===== config.mk =====
export PLATFORM = sky130hd
export DESIGN_NAME = calendar_date_adder
export DESIGN_NICKNAME = d
export VERILOG_FILES = /design/src/rtl/cda_pkg.sv /design/src/rtl/calendar_date_adder.sv
export SDC_FILE = /design/constraint.sdc
export NUM_CORES = 1
export LEC_CHECK = 0
export BUFFER_PORTS_ARGS = -buffer_cell sky130_fd_sc_hd__buf_2
export CAP_MARGIN = 20
export CELL_PAD_IN_SITES_DETAIL_PLACEMENT = 1
export CELL_PAD_IN_SITES_GLOBAL_PLACEMENT = 1
export CORE_ASPECT_RATIO = 1.75
export CORE_UTILIZATION = 45
export DETAILED_ROUTE_END_ITERATION = 10
export PLACE_DENSITY_LB_ADDON = 0.1
export RECOVER_POWER = 100
export SYNTH_ARGS = -nofsm -noshare
export SYNTH_HDL_FRONTEND = slang
export SYNTH_SLANG_ARGS = --single-unit

===== constraint.sdc =====
create_clock -name clock -period 7.18 [get_ports clock]
set_clock_uncertainty 0.05 [all_clocks]
set_input_delay 0.718 -clock clock [delete_from_list [all_inputs] [get_ports clock]]
set_output_delay 0.718 -clock clock [all_outputs]
set_load 0.005 [all_outputs]

===== src/rtl/cda_pkg.sv =====
// Shared types and constants for the calendar date adder.
// Request/response structs, command codes, sequencer states, month-length lookup.
// No dependencies.
package cda_pkg;

   localparam int unsigned YEAR_BITS_DEF   = 16;
   localparam int unsigned AMOUNT_BITS_DEF = 16;

   // date after reset: March 15, 2015
   localparam int unsigned RESET_YEAR        = 2015;
   localparam logic [3:0]  RESET_MONTH       = 4'd3;
   localparam logic [4:0]  RESET_DAY         = 5'd15;
   localparam logic [4:0]  RESET_YEAR_MOD25  = 5'd15;

   localparam logic [3:0]  MONTH_FIRST       = 4'd1;
   localparam logic [3:0]  MONTH_LAST        = 4'd12;
   localparam logic [4:0]  DIVISOR_MONTHS    = 5'd12;
   localparam logic [4:0]  DIVISOR_LEAP      = 5'd25;
   localparam logic [4:0]  FEB_LEAP_DAYS     = 5'd29;

   typedef enum logic [1:0] {
      CMD_LOAD       = 2'd0,
      CMD_ADD_DAYS   = 2'd1,
      CMD_ADD_MONTHS = 2'd2,
      CMD_ADD_YEARS  = 2'd3
   } cmd_type;

   typedef enum logic [2:0] {
      ST_IDLE,
      ST_DAYS,
      ST_DIV_MONTH,
      ST_MONTH_REM,
      ST_YEAR_ADD,
      ST_DIV_YEAR,
      ST_MOD_YEAR,
      ST_DONE
   } state_type;

   typedef struct packed {
      cmd_type     cmd;
      logic [15:0] load_year;
      logic [3:0]  load_month;
      logic [4:0]  load_day;
      logic [15:0] amount;
   } req_type;

   typedef struct packed {
      logic [15:0] cur_year;
      logic [3:0]  cur_month;
      logic [4:0]  cur_day;
   } rsp_type;

   function automatic logic [4:0] days_in_month(input logic [3:0] month, input logic leap);
      logic [4:0] len;
      unique case (month)
         4'd2:                      len = leap ? FEB_LEAP_DAYS : 5'd28;
         4'd4, 4'd6, 4'd9, 4'd11:   len = 5'd30;
         default:                   len = 5'd31;
      endcase
      return len;
   endfunction

endpackage


===== src/rtl/calendar_date_adder.sv =====
// Gregorian date register with load / add days / add months / add years commands.
// One request in flight; every request answers with the date after the command.
// Depends on cda_pkg.
//
// The block accepts a request only while its sequencer is idle and answers each with one
// response. The response is registered as the sequencer returns to idle, so the next request
// can be taken while it is presented. A response still held by rsp_stall makes the next request
// wait in ST_DONE, so input stays stalled meanwhile. Add days walks one month per cycle with a
// compare-and-subtract against the month length; the other commands share one reciprocal
// multiplier for the division by 12 (month carry) and by 25 (year mod 25, which together with
// the low year bits gives the leap rule). The year saturates at 2^YEAR_BITS-1 and is presented
// as its low 16 bits.
module calendar_date_adder #(
   parameter int unsigned YEAR_BITS   = cda_pkg::YEAR_BITS_DEF,
   parameter int unsigned AMOUNT_BITS = cda_pkg::AMOUNT_BITS_DEF
) (
   input  logic             clock,
   input  logic             reset,
   input  logic             req_valid,
   output logic             req_stall,
   input  cda_pkg::req_type req_data,
   output logic             rsp_valid,
   input  logic             rsp_stall,
   output cda_pkg::rsp_type rsp_data
);

   localparam int unsigned DIV_BITS = (YEAR_BITS > AMOUNT_BITS + 1) ? YEAR_BITS : AMOUNT_BITS + 1;
   localparam int unsigned SUM_BITS = DIV_BITS + 1;
   localparam int unsigned D_BITS   = AMOUNT_BITS + 1;
   localparam logic [YEAR_BITS-1:0] YEAR_MAX = '1;

   // x / d == (x * ceil(2^SHIFT / d)) >> SHIFT, exact for x < 2^DIV_BITS and d < 32
   localparam int unsigned SHIFT     = DIV_BITS + 5;
   localparam int unsigned RCP_BITS  = DIV_BITS + 2;
   localparam int unsigned PROD_BITS = DIV_BITS + RCP_BITS;
   localparam logic [RCP_BITS-1:0] RCP_MONTHS = RCP_BITS'(((64'd1 << SHIFT)
      + 64'(cda_pkg::DIVISOR_MONTHS) - 64'd1) / 64'(cda_pkg::DIVISOR_MONTHS));
   localparam logic [RCP_BITS-1:0] RCP_LEAP   = RCP_BITS'(((64'd1 << SHIFT)
      + 64'(cda_pkg::DIVISOR_LEAP) - 64'd1) / 64'(cda_pkg::DIVISOR_LEAP));

   cda_pkg::state_type     state_ff, state_in;
   logic [YEAR_BITS-1:0]   year_ff, year_in;
   logic [3:0]             month_ff, month_in;
   logic [4:0]             day_ff, day_in;
   logic [4:0]             mod25_ff, mod25_in;
   logic [D_BITS-1:0]      dcount_ff, dcount_in;
   logic [DIV_BITS-1:0]    div_ff, div_in;
   logic [DIV_BITS-1:0]    quot_ff, quot_in;
   logic                   rsp_valid_ff, rsp_valid_in;
   cda_pkg::rsp_type       rsp_data_ff, rsp_data_in;

   // shared reciprocal multiplier
   logic [RCP_BITS-1:0]    mul_recip;
   logic [PROD_BITS-1:0]   mul_product;
   logic [DIV_BITS-1:0]    mul_quot;
   logic [4:0]             divisor;
   logic [4:0]             rem_low;

   // date arithmetic
   logic                   leap;
   logic [4:0]             month_len;
   logic                   day_fits;
   logic [YEAR_BITS-1:0]   year_inc;
   logic [4:0]             mod25_inc;
   logic [SUM_BITS-1:0]    year_sum;
   logic [YEAR_BITS-1:0]   year_sat;
   logic [3:0]             load_month_clamped;

   assign mul_recip   = (state_ff == cda_pkg::ST_DIV_MONTH) ? RCP_MONTHS : RCP_LEAP;
   assign mul_product = PROD_BITS'(div_ff) * PROD_BITS'(mul_recip);
   assign mul_quot    = DIV_BITS'(mul_product[PROD_BITS-1:SHIFT]);

   // remainder is below 32, so the low five bits of x - q*d are exact
   assign divisor     = (state_ff == cda_pkg::ST_MONTH_REM) ? cda_pkg::DIVISOR_MONTHS
                                                            : cda_pkg::DIVISOR_LEAP;
   assign rem_low     = div_ff[4:0] - 5'(quot_ff[4:0] * divisor);

   // y%100==0 <=> y%4==0 && y%25==0 ; y%400==0 <=> y%16==0 && y%25==0
   assign leap      = ((year_ff[1:0] == 2'd0) && (mod25_ff != 5'd0))
                   || ((year_ff[3:0] == 4'd0) && (mod25_ff == 5'd0));
   assign month_len = cda_pkg::days_in_month(month_ff, leap);
   assign day_fits  = dcount_ff <= D_BITS'(month_len);

   assign year_inc  = (year_ff == YEAR_MAX) ? year_ff : year_ff + 1'b1;
   assign mod25_inc = (year_ff == YEAR_MAX) ? mod25_ff
                    : ((mod25_ff == cda_pkg::DIVISOR_LEAP - 5'd1) ? 5'd0 : mod25_ff + 5'd1);

   assign year_sum  = {1'b0, DIV_BITS'(year_ff)} + {1'b0, quot_ff};
   assign year_sat  = (|year_sum[SUM_BITS-1:YEAR_BITS]) ? YEAR_MAX : year_sum[YEAR_BITS-1:0];

   always_comb begin
      if (req_data.load_month == 4'd0) begin
         load_month_clamped = cda_pkg::MONTH_FIRST;
      end else if (req_data.load_month > cda_pkg::MONTH_LAST) begin
         load_month_clamped = cda_pkg::MONTH_LAST;
      end else begin
         load_month_clamped = req_data.load_month;
      end
   end

   always_comb begin
      state_in     = state_ff;
      year_in      = year_ff;
      month_in     = month_ff;
      day_in       = day_ff;
      mod25_in     = mod25_ff;
      dcount_in    = dcount_ff;
      div_in       = div_ff;
      quot_in      = quot_ff;
      rsp_valid_in = rsp_valid_ff;
      rsp_data_in  = rsp_data_ff;

      if (rsp_valid_ff && !rsp_stall) begin
         rsp_valid_in = 1'b0;
      end

      unique case (state_ff)
         cda_pkg::ST_IDLE: begin
            if (req_valid) begin
               unique case (req_data.cmd)
                  cda_pkg::CMD_LOAD: begin
                     year_in  = YEAR_BITS'(req_data.load_year);
                     month_in = load_month_clamped;
                     day_in   = req_data.load_day;
                     div_in   = DIV_BITS'(YEAR_BITS'(req_data.load_year));
                     state_in = cda_pkg::ST_DIV_YEAR;
                  end
                  cda_pkg::CMD_ADD_DAYS: begin
                     dcount_in = D_BITS'(day_ff) + D_BITS'(AMOUNT_BITS'(req_data.amount));
                     state_in  = cda_pkg::ST_DAYS;
                  end
                  cda_pkg::CMD_ADD_MONTHS: begin
                     div_in   = DIV_BITS'(month_ff - 4'd1)
                              + DIV_BITS'(AMOUNT_BITS'(req_data.amount));
                     state_in = cda_pkg::ST_DIV_MONTH;
                  end
                  cda_pkg::CMD_ADD_YEARS: begin
                     quot_in  = DIV_BITS'(AMOUNT_BITS'(req_data.amount));
                     state_in = cda_pkg::ST_YEAR_ADD;
                  end
               endcase
            end
         end
         cda_pkg::ST_DAYS: begin
            if (day_fits) begin
               day_in   = dcount_ff[4:0];
               state_in = cda_pkg::ST_DONE;
            end else begin
               dcount_in = dcount_ff - D_BITS'(month_len);
               if (month_ff >= cda_pkg::MONTH_LAST) begin
                  month_in = cda_pkg::MONTH_FIRST;
                  year_in  = year_inc;
                  mod25_in = mod25_inc;
               end else begin
                  month_in = month_ff + 4'd1;
               end
            end
         end
         cda_pkg::ST_DIV_MONTH: begin
            quot_in  = mul_quot;
            state_in = cda_pkg::ST_MONTH_REM;
         end
         cda_pkg::ST_MONTH_REM: begin
            // remainder is the new zero-based month, quotient carries into the year
            month_in = rem_low[3:0] + 4'd1;
            state_in = cda_pkg::ST_YEAR_ADD;
         end
         cda_pkg::ST_YEAR_ADD: begin
            year_in  = year_sat;
            div_in   = DIV_BITS'(year_sat);
            state_in = cda_pkg::ST_DIV_YEAR;
         end
         cda_pkg::ST_DIV_YEAR: begin
            quot_in  = mul_quot;
            state_in = cda_pkg::ST_MOD_YEAR;
         end
         cda_pkg::ST_MOD_YEAR: begin
            mod25_in = rem_low;
            state_in = cda_pkg::ST_DONE;
         end
         cda_pkg::ST_DONE: begin
            if (!rsp_valid_ff || !rsp_stall) begin
               rsp_valid_in          = 1'b1;
               rsp_data_in.cur_year  = 16'(year_ff);
               rsp_data_in.cur_month = month_ff;
               rsp_data_in.cur_day   = day_ff;
               state_in              = cda_pkg::ST_IDLE;
            end
         end
         default: begin
            state_in = cda_pkg::ST_IDLE;
         end
      endcase
   end

   always_ff @(posedge clock) begin
      if (reset) begin
         state_ff     <= cda_pkg::ST_IDLE;
         year_ff      <= YEAR_BITS'(cda_pkg::RESET_YEAR);
         month_ff     <= cda_pkg::RESET_MONTH;
         day_ff       <= cda_pkg::RESET_DAY;
         mod25_ff     <= cda_pkg::RESET_YEAR_MOD25;
         rsp_valid_ff <= 1'b0;
      end else begin
         state_ff     <= state_in;
         year_ff      <= year_in;
         month_ff     <= month_in;
         day_ff       <= day_in;
         mod25_ff     <= mod25_in;
         rsp_valid_ff <= rsp_valid_in;
      end
   end

   always_ff @(posedge clock) begin
      dcount_ff   <= dcount_in;
      div_ff      <= div_in;
      quot_ff     <= quot_in;
      rsp_data_ff <= rsp_data_in;
   end

   assign req_stall = (state_ff != cda_pkg::ST_IDLE);
   assign rsp_valid = rsp_valid_ff;
   assign rsp_data  = rsp_data_ff;

   a_month_range: assert property (@(posedge clock) disable iff (reset)
      month_ff >= cda_pkg::MONTH_FIRST && month_ff <= cda_pkg::MONTH_LAST)
      else $error("stored month out of range");

   a_mod25_range: assert property (@(posedge clock) disable iff (reset)
      mod25_ff < cda_pkg::DIVISOR_LEAP)
      else $error("year mod 25 tracker out of range");

   a_accept_busy: assert property (@(posedge clock) disable iff (reset)
      req_valid && !req_stall |=> state_ff != cda_pkg::ST_IDLE)
      else $error("accepted request did not start the sequencer");

   a_done_response: assert property (@(posedge clock) disable iff (reset)
      state_ff == cda_pkg::ST_DONE && !rsp_stall |=> rsp_valid_ff)
      else $error("finished request produced no response");

endmodule


==> out/summary.txt <==
Status - finished with violations
Failing checks - max-capacitance violations, max-slew violations
Slew @ Worst Pin - 3.28 ns
Final Instance Area - 16700 um2
Gr usage total - 27.8%
Initial DRC Count - 437
DR vias - 11800
Synth Instances - 1623
Final period util - 98.3%
Post-synth ARST share - 0%
Crit path launch type - register
Fmax - 142 MHz
Synth Area per Inst - 9.27 um2
Core footprint - 32900 um2
Synthesized area - 15000 um2
GPL Wtd Cong - 0.944
Vias in the first global route - 13400
Main combinational cell family by area after synthesis - adder cells
Count of pins over their slew limit - 71
Global route overflow - 0
Distinct cells, synth - 72
Post-synthesis adder-cell area fraction - 40.8%
1st-pass router iterations - 4
Post-route setup slack - 0.122 ns
CTS tree - built
Top FF cell, synth - edfxtp_1
Io pins - 74
Area grow syn2layout - 11.2%
Final setup violating endpoints - 0
Slew margin rel. - -119%
Total Wirelength - 45.7 mm
Syn. warnings - 0
Htree depth - 3
Hpwl dp - 38.8 mm
Buffers added on ports - 73
Cts bufs inserted - 9
Synth Area in Compound Gates - 12.4%
Post-synthesis mux area share - 1.07%
Placed Area - 16200 um2
Synthesis-stage register bit count - 109
TritonCTS Sinks - 109
Crit. End Element - register
Worst-path maximum fanout - 6
WP data required - 7.31 ns
Drt drc - 0
Seq/Total Area, Yosys - 19.5%
Final Critical Period - 7.06 ns
Area contributors post-synth - fa_1, ha_1, edfxtp_1
Die area - 34200 um2
Layout cells sized above 1 - 11.5%
Row count - 88
Hold Vio Cnt, Final - 0
Die Ht - 244 um
Die Width - 140 um
Clock buffer depth - 2
Antenna diode count - 0
CTS clock-pin slew for the worst setup and hold paths - 0.07 ns
Worst-Skew Late Latency - 0.37 ns
Via density per instance - 5.52
Wirelength per Cell - 21.4 um
Max Cap Viol - 3
Worst Setup Path Type - register to register
Initial antenna violation count - 0
Layout fillers - 3849
Pre-CTS setup slack - -0.135 ns
CTS root buf - clkbuf_16
Worst Hold Slack - 0.429 ns
WP data arrival - 7.18 ns
Simple-gate share of the synthesized area - 11.6%
Number of flops mapped to enable cells by yosys - 75
Yosys top cell area share - 23.3%
Pin count of the biggest net entering global routing - 43
Initial Util - 45.7%
ANT nets after route - 0
Synth Area in XOR/XNOR - 5.24%
First-pass GRT wire length - 71.4 mm
Hold Path Class - register to register
Synth area leader - fa_1
Fin nets - 2159
==> flip-flops by register name, summed over array words and instances, names as in the netlist, 3 cells and up <==
signal / cells
mod25_ff: 5
rsp_data: 25
day_ff: 5
year_ff: 16
div_ff: 17
dcount_ff: 17
state_ff: 3
month_ff: 4
quot_ff: 16
==> worst max-delay path, cell delays in order (launching register included) <==
cell,delay [ns]
dfxtp_2,0.34
nor2_4,0.16
nand2_4,0.13
buf_12,0.17
nand2_2,0.08
inv_2,0.06
fa_1,0.48
inv_1,0.06
fa_1,0.57
fa_1,0.46
fa_1,0.49
inv_1,0.06
fa_1,0.54
inv_1,0.06
fa_1,0.55
inv_2,0.06
ha_4,0.18
a2111oi_4,0.31
o21ai_1,0.14
o21ai_1,0.14
o22ai_1,0.12
a21o_1,0.19
o311a_1,0.36
or2_1,0.28
a221o_1,0.38
mux2i_1,0.15
nor4_1,0.30
==> cells in the mapped netlist, types with 3 or more instances <==
cell and instances:
a21oi_1 74, xor2_1 42, nand3b_1 3, nor3_1 30
nand2_1 119, a21o_1 21, nor3b_1 4, nand4_1 8
or3_1 7, or2_2 7, clkbuf_1 40, a211oi_1 12
buf_2 5, o21ai_0 50, a31o_2 5, nand2b_1 22
o21bai_1 11, o31ai_1 11, inv_1 322, nor4_1 4
and3_1 22, a311oi_1 4, mux2i_1 15, ha_1 211
xnor2_1 48, dfxtp_1 34, edfxtp_1 75, o21a_1 16
nand3_1 18, o41ai_1 3, a22oi_1 13, a211o_1 11
o21ai_1 3, nor2b_1 8, o22ai_1 15, a31oi_1 10
and2_1 13, fa_1 175, nor2_1 90, a21boi_0 3
==> per-stage QoR <==
step | utilization, % | instances | TNS (ns)
after global placement | 49.1 | 2115 | 0
after floorplan | - | 1642 | 0
after CTS | 50.1 | 2132 | 0
after detailed placement | 49.1 | 2115 | -0.238
final | 50.8 | 2136 | 0
after global routing | 50.8 | 2136 | -0.142
==> metal layers <==
layer  GRT usage, %  routed length, um  vias up
li1               -                  -     5546
met1           27.2              15900     5922
met2           55.8              25900      205
met3           2.16                868      121
met4           16.3               2960        0
met5              0                  0        -
==> kinds of logic (layout without fill, tap and decap cells) <==
family,Yosys count,in the layout
adder cells (fa/ha/maj),386,386
buffers and inverters,370,459
AND/OR/NAND/NOR,365,365
AO/OA/AOI/OAI,285,285
flip-flops,109,109
XOR/XNOR,90,90
multiplexers,16,16
other,2,21
==> placed cells by master (no fill, tap or decap), types with 47 or more instances in the layout <==
cell	n
inv_1	312
ha_1	201
fa_1	162
nand2_1	109
nor2_1	87
edfxtp_1	75
a21oi_1	71
buf_2	59
xnor2_1	48
o21ai_0	47
==> final cells by class <==
cell class,count,area (um2),share of cell area (%)
multi-input combinational,1163,11100,66.1
sequential,109,2940,17.5
inverter,322,1210,7.22
timing repair buffer,121,748,4.47
tap,405,507,3.03
clock buffer,14,265,1.58
clock inverter,2,17.5,0.105
==> path summary, 6_finish.rpt <==
| kind | startpoint | end | slack [ns] | cells after the start |
|---|---|---|---|---|
| worst max-delay path | state_ff[0]$_SDFFE_PP0P_ | quot_ff[13]$_DFFE_PP_ | 0.12 | 26 |
| worst min-delay path | day_ff[0]$_SDFFE_PP1P_ | rsp_data[0]$_DFFE_PP_ | 0.43 | 0 |
| worst max register to register | state_ff[0]$_SDFFE_PP0P_ | quot_ff[13]$_DFFE_PP_ | 0.12 | 26 |
| worst min register to register | day_ff[0]$_SDFFE_PP1P_ | rsp_data[0]$_DFFE_PP_ | 0.43 | 0 |
==> repair_timing <==
item                       CTS  global route
setup buffers                1             1
pin swaps                   11            39
hold buffers                 0             0
gates cloned                 0             2
resized for setup           14            63
setup endpoints to repair    2             3
Power is left out: the tool's default activity adds up to more than one toggle a clock period on the data nets, which glitch-free logic cannot reach.
